`src/hdl/wes_pkg.sv`:
```
`default_nettype none

package wes_pkg;

  // Defaults for the top-level parameters
  localparam int MAX_EVENTS_DEF  = 1024;
  localparam int WEIGHT_BITS_DEF = 32;

  // Fixed field widths of the channels
  localparam int INDEX_BITS     = 10;
  localparam int WEIGHT_IN_BITS = 32;
  localparam int FRAC_BITS      = 32;
  localparam int TOTAL_BITS     = 42;
  localparam int ACTIVE_BITS    = 11;

  typedef enum logic {
    CMD_WRITE  = 1'b0,
    CMD_SELECT = 1'b1
  } cmd_t;

  typedef struct packed {
    cmd_t                      command;
    logic [INDEX_BITS-1:0]     entry_index;
    logic [WEIGHT_IN_BITS-1:0] weight;
    logic [FRAC_BITS-1:0]      random_fraction;
  } in_item_t;

  typedef struct packed {
    logic [INDEX_BITS-1:0] chosen_index;
    logic                  found;
    logic [TOTAL_BITS-1:0] total_weight;
  } out_item_t;

  // Request to and response from the scaled target unit
  typedef struct packed {
    logic                  start;
    logic [FRAC_BITS-1:0]  frac;
    logic [TOTAL_BITS-1:0] total;
  } tgt_req_t;

  typedef struct packed {
    logic                  done;
    logic [TOTAL_BITS-1:0] target;
  } tgt_rsp_t;

endpackage

`default_nettype wire

```
`src/hdl/wes_target.sv`:
```
`default_nettype none

// floor(u * total / 2^32) in two registered steps: low product, then high product plus carry-in
module wes_target
  import wes_pkg::*;
(
  input  wire logic     clk,
  input  wire logic     rst_n,
  input  wire tgt_req_t req,
  output tgt_rsp_t      rsp
);

  localparam int HI_BITS = TOTAL_BITS - FRAC_BITS;

  logic                    stage1_r;
  logic                    done_r;
  logic [FRAC_BITS-1:0]    frac_r;
  logic [HI_BITS-1:0]      hi_r;
  logic [2*FRAC_BITS-1:0]  prod_r;
  logic [TOTAL_BITS-1:0]   target_r;

  always_ff @(posedge clk) begin
    if (!rst_n) begin
      stage1_r <= 1'b0;
      done_r   <= 1'b0;
    end else begin
      stage1_r <= req.start;
      done_r   <= stage1_r;
    end
  end

  always_ff @(posedge clk) begin
    if (req.start) begin
      frac_r <= req.frac;
      hi_r   <= req.total[TOTAL_BITS-1:FRAC_BITS];
      prod_r <= (2*FRAC_BITS)'(req.frac) * (2*FRAC_BITS)'(req.total[FRAC_BITS-1:0]);
    end
    if (stage1_r) begin
      target_r <= TOTAL_BITS'(TOTAL_BITS'(frac_r) * TOTAL_BITS'(hi_r))
                + TOTAL_BITS'(prod_r[2*FRAC_BITS-1:FRAC_BITS]);
    end
  end

  assign rsp.done   = done_r;
  assign rsp.target = target_r;

endmodule

`default_nettype wire

```
`config.mk`:
```
export PLATFORM = sky130hd
export DESIGN_NAME = wes_target
export DESIGN_NICKNAME = d
export VERILOG_FILES = /design/src/hdl/wes_pkg.sv /design/src/hdl/wes_target.sv
export SDC_FILE = /design/constraint.sdc
export NUM_CORES = 2
export LEC_CHECK = 0
export BUFFER_PORTS_ARGS = -buffer_cell sky130_fd_sc_hd__buf_2
export CAP_MARGIN = 40
export CORE_ASPECT_RATIO = 1.4
export CORE_MARGIN = 2
export CORE_UTILIZATION = 65
export CTS_BUF_LIST = sky130_fd_sc_hd__clkbuf_16
export CTS_CLUSTER_DIAMETER = 200
export DETAILED_ROUTE_END_ITERATION = 8
export PLACE_DENSITY = 0.82
export SYNTH_ARGS = -nofsm -noshare
export SYNTH_HDL_FRONTEND = slang
export SYNTH_SLANG_ARGS = --single-unit
```
`constraint.sdc`:
```
create_clock -name clk -period 12.4 [get_ports clk]
set_input_delay 0.62 -clock clk [delete_from_list [all_inputs] [get_ports clk]]
set_output_delay 0.62 -clock clk [all_outputs]
set_load 0.05 [all_outputs]
```
==> results.sh <==
export IMPL_status="finished, final reports clean"
export IMPL_vias_per_cell=5.96
export IMPL_grt_max_degree=69
export IMPL_rr_worst_depth=20
export IMPL_synth_top_area_share_pct=49.2
export IMPL_root_buffer="clkbuf_16"
export IMPL_yosysMostFrequentCell="fa_1"
export IMPL_synth_avg_cell_area_um2=9.40
export IMPL_final_antenna_net_count=0
export IMPL_numCtsBuffers=17
export IMPL_post_cts_buffers=0
export IMPL_first_pass_iters=6
export IMPL_worstPathCellList="buf_2 > nand2_1 > fa_1 > fa_1 > fa_1 > fa_1 > inv_1 > fa_1 > fa_1 > fa_1 > inv_1 > fa_1 > inv_1 > ha_1 > a21oi_4 > o21ai_1 > or4_1 > a211o_1 > o31ai_4 > o211ai_2 > o311a_1"
export IMPL_rows=117
export IMPL_seq_area_frac_synth_pct=7.43
export IMPL_place_gp_congestion=1.01
export IMPL_crit_slowest_cell="buf_2"
export IMPL_first_global_vias=39100
export IMPL_design_core_area_um2=72500
export IMPL_die_x_um=232
export IMPL_fillers=5544
export IMPL_crit_arrival_ps=8490
export IMPL_cpPeakStageDelay_ps=770
export IMPL_crit_top_cell="fa_1"
export IMPL_tns_ps=0
export IMPL_cts_tree="done"
export IMPL_yosys_area_top_type="fa_1"
export IMPL_drc=0
export IMPL_ctsHoldBuffers=0
export IMPL_wl_per_cell_um=22.4
export IMPL_synthCells=5044
export IMPL_path_class="in2reg"
export IMPL_syn2layout_area_growth_pct=3.54
export IMPL_max_slew_margin_pct=29.3
export IMPL_critPathMaxFanout=33
export IMPL_synth_enable_flop_cells=116
export IMPL_synth_top_flop_cell="edfxtp_1"
export IMPL_h_tree_depth=4
export IMPL_antenna_found_initial=6
export IMPL_synth_async_reset_ratio_pct=0
export IMPL_die_h_um=324
export IMPL_cts_clk_slew_worst_paths_ps=70
export IMPL_utilization_pct=67.8
export IMPL_clock_skew_final_ps=9.84
export IMPL_min_path_cells=1
export IMPL_hold_viol_final=0
export IMPL_grt_overflow_total=0
export IMPL_maxSlewViolCount=0
export IMPL_io_buffer_count=119
export IMPL_dieArea_um2=75200
export IMPL_cp_start_kind="primary input"
export IMPL_drv_cap=0
export IMPL_fmaxAchievable_mhz=121
export IMPL_nets=6509
export IMPL_clk_latency_ps=470
export IMPL_dp_hpwl_um=99000
export IMPL_wl_um=132000
export IMPL_setup_viol=0
export IMPL_grt_pass1_wl_um=210000
export IMPL_fin_crit_ps=8280
export IMPL_required_ps=12610
export IMPL_initial_utilization_pct=65.5
export IMPL_cts_buffer_depth=2
export IMPL_grt_setup_unrepaired="false"
export IMPL_fin_hold_ws_ps=325
export IMPL_netlist_area_um2=47400
export IMPL_end_kind="flip-flop"
export IMPL_worst_pin_slew_ps=1060
export IMPL_num_vias=35100
export IMPL_track_usage_pct=37.1
export IMPL_ys_warn_count=0
export IMPL_min_period_over_period_pct=66.8
export IMPL_cts_sinks=118
export IMPL_drive_above_1_share_pct=3.99
export IMPL_io_pins=120
export IMPL_hold_class="in2reg"
export IMPL_synth_seq_cells=118
export IMPL_ys_types=72
export IMPL_netlist_top_cells_area="fa_1 49%, and2_1 9.8%, ha_1 9.0%"
export IMPL_cts_resized=0
export IMPL_drt_initial_drc_count=2557
export IMPL_ys_top_cells_by_count="1165 x fa_1, 1130 x inv_1, 741 x and2_1"
export IMPL_syn_nets=6626
[through the flow]
step                      cell area (um2)  setup slack (ps)  instances
after global routing                49100              3840       5893
after CTS                           49100              4220       5890
after detailed placement            48500              3720       5858
after global placement              48300              3770       5849
final                               49100              4120       5898
after floorplan                     47400              4860       5044
[worst max-delay path: cells and delay by family]
kind / cells / cell delay, ps
adders and majority gates: 9 / 4540
buffers and inverters: 4 / 920
and+or+nand+nor: 2 / 710
AOI/OAI and AO/OA: 6 / 1650
[logic make-up (layout without fill, tap and decap cells)]
kind of cell / Yosys count / in the layout / share of synthesized area (%)
buf+inv: 1419 / 1315 / 11.3
simple gates: 1598 / 1598 / 17.2
flops: 118 / 118 / 7.43
fa+ha+maj: 1505 / 1505 / 58.1
compound gates: 334 / 334 / 4.65
other cells: 0 / 6 / 0
xor+xnor: 67 / 67 / 1.24
mux: 3 / 3 / 0.0686
[metal layers]
layer	vias up	track usage [%]	part of all wire [%]
met5	-	0	0.028
met4	6	22.4	7.0
met3	620	8.65	10
met2	2081	62.4	49
met1	17800	43.3	34
li1	14600	-	-
[placed cells by master (no fill, tap or decap), types with 7 or more instances in the layout]
cell type / Yosys / layout
a211oi_1: 11 / 11
a21o_1: 55 / 55
a21oi_1: 108 / 108
a311oi_1: 7 / 7
a31oi_1: 11 / 11
and2_1: 741 / 741
and3_1: 13 / 13
buf_2: 3 / 121
buf_4: 1 / 24
clkbuf_16: 0 / 17
edfxtp_1: 116 / 116
fa_1: 1165 / 1165
ha_1: 340 / 340
inv_1: 1130 / 1130
nand2_1: 676 / 676
nand2b_1: 9 / 9
nand3_1: 33 / 33
nand4_1: 23 / 23
nor2_1: 46 / 46
nor2b_1: 7 / 7
nor3_1: 19 / 19
nor4_1: 7 / 7
o211ai_1: 9 / 9
o21a_1: 9 / 9
o21ai_0: 48 / 48
o21bai_1: 19 / 19
xnor2_1: 43 / 43
xor2_1: 24 / 24
[flip-flops by register name, indices dropped and copies added (netlist names)]
register  count
target_r     42
frac_r       32
prod_r       32
hi_r         10
done_r        1
stage1_r      1
[layout make-up]
cell class / count / area, um2 / share of cell area, %
clock buffers: 17 / 425 / 0.866
repair buffers: 153 / 968 / 1.97
multi-input cells: 3507 / 38600 / 78.5
flip-flops and latches: 118 / 3520 / 7.18
diodes: 6 / 15.0 / 0.0306
inverters: 1130 / 4240 / 8.64
well taps: 952 / 1190 / 2.43
clock inverters: 15 / 178 / 0.362
[worst paths after layout]
kind                                     startpoint                      to  slack, ps
worst max-delay path                        req[64]    prod_r[58]$_DFFE_PP_       4120
worst min-delay path                        req[32]       hi_r[0]$_DFFE_PP_        330
worst max register to register    hi_r[2]$_DFFE_PP_  target_r[38]$_DFFE_PP_       5710
worst min register to register  stage1_r$_SDFF_PN0_  target_r[19]$_DFFE_PP_        550
Power is left out: the tool's default activity adds up to more than one toggle a clock period on the data nets, which glitch-free logic cannot reach.
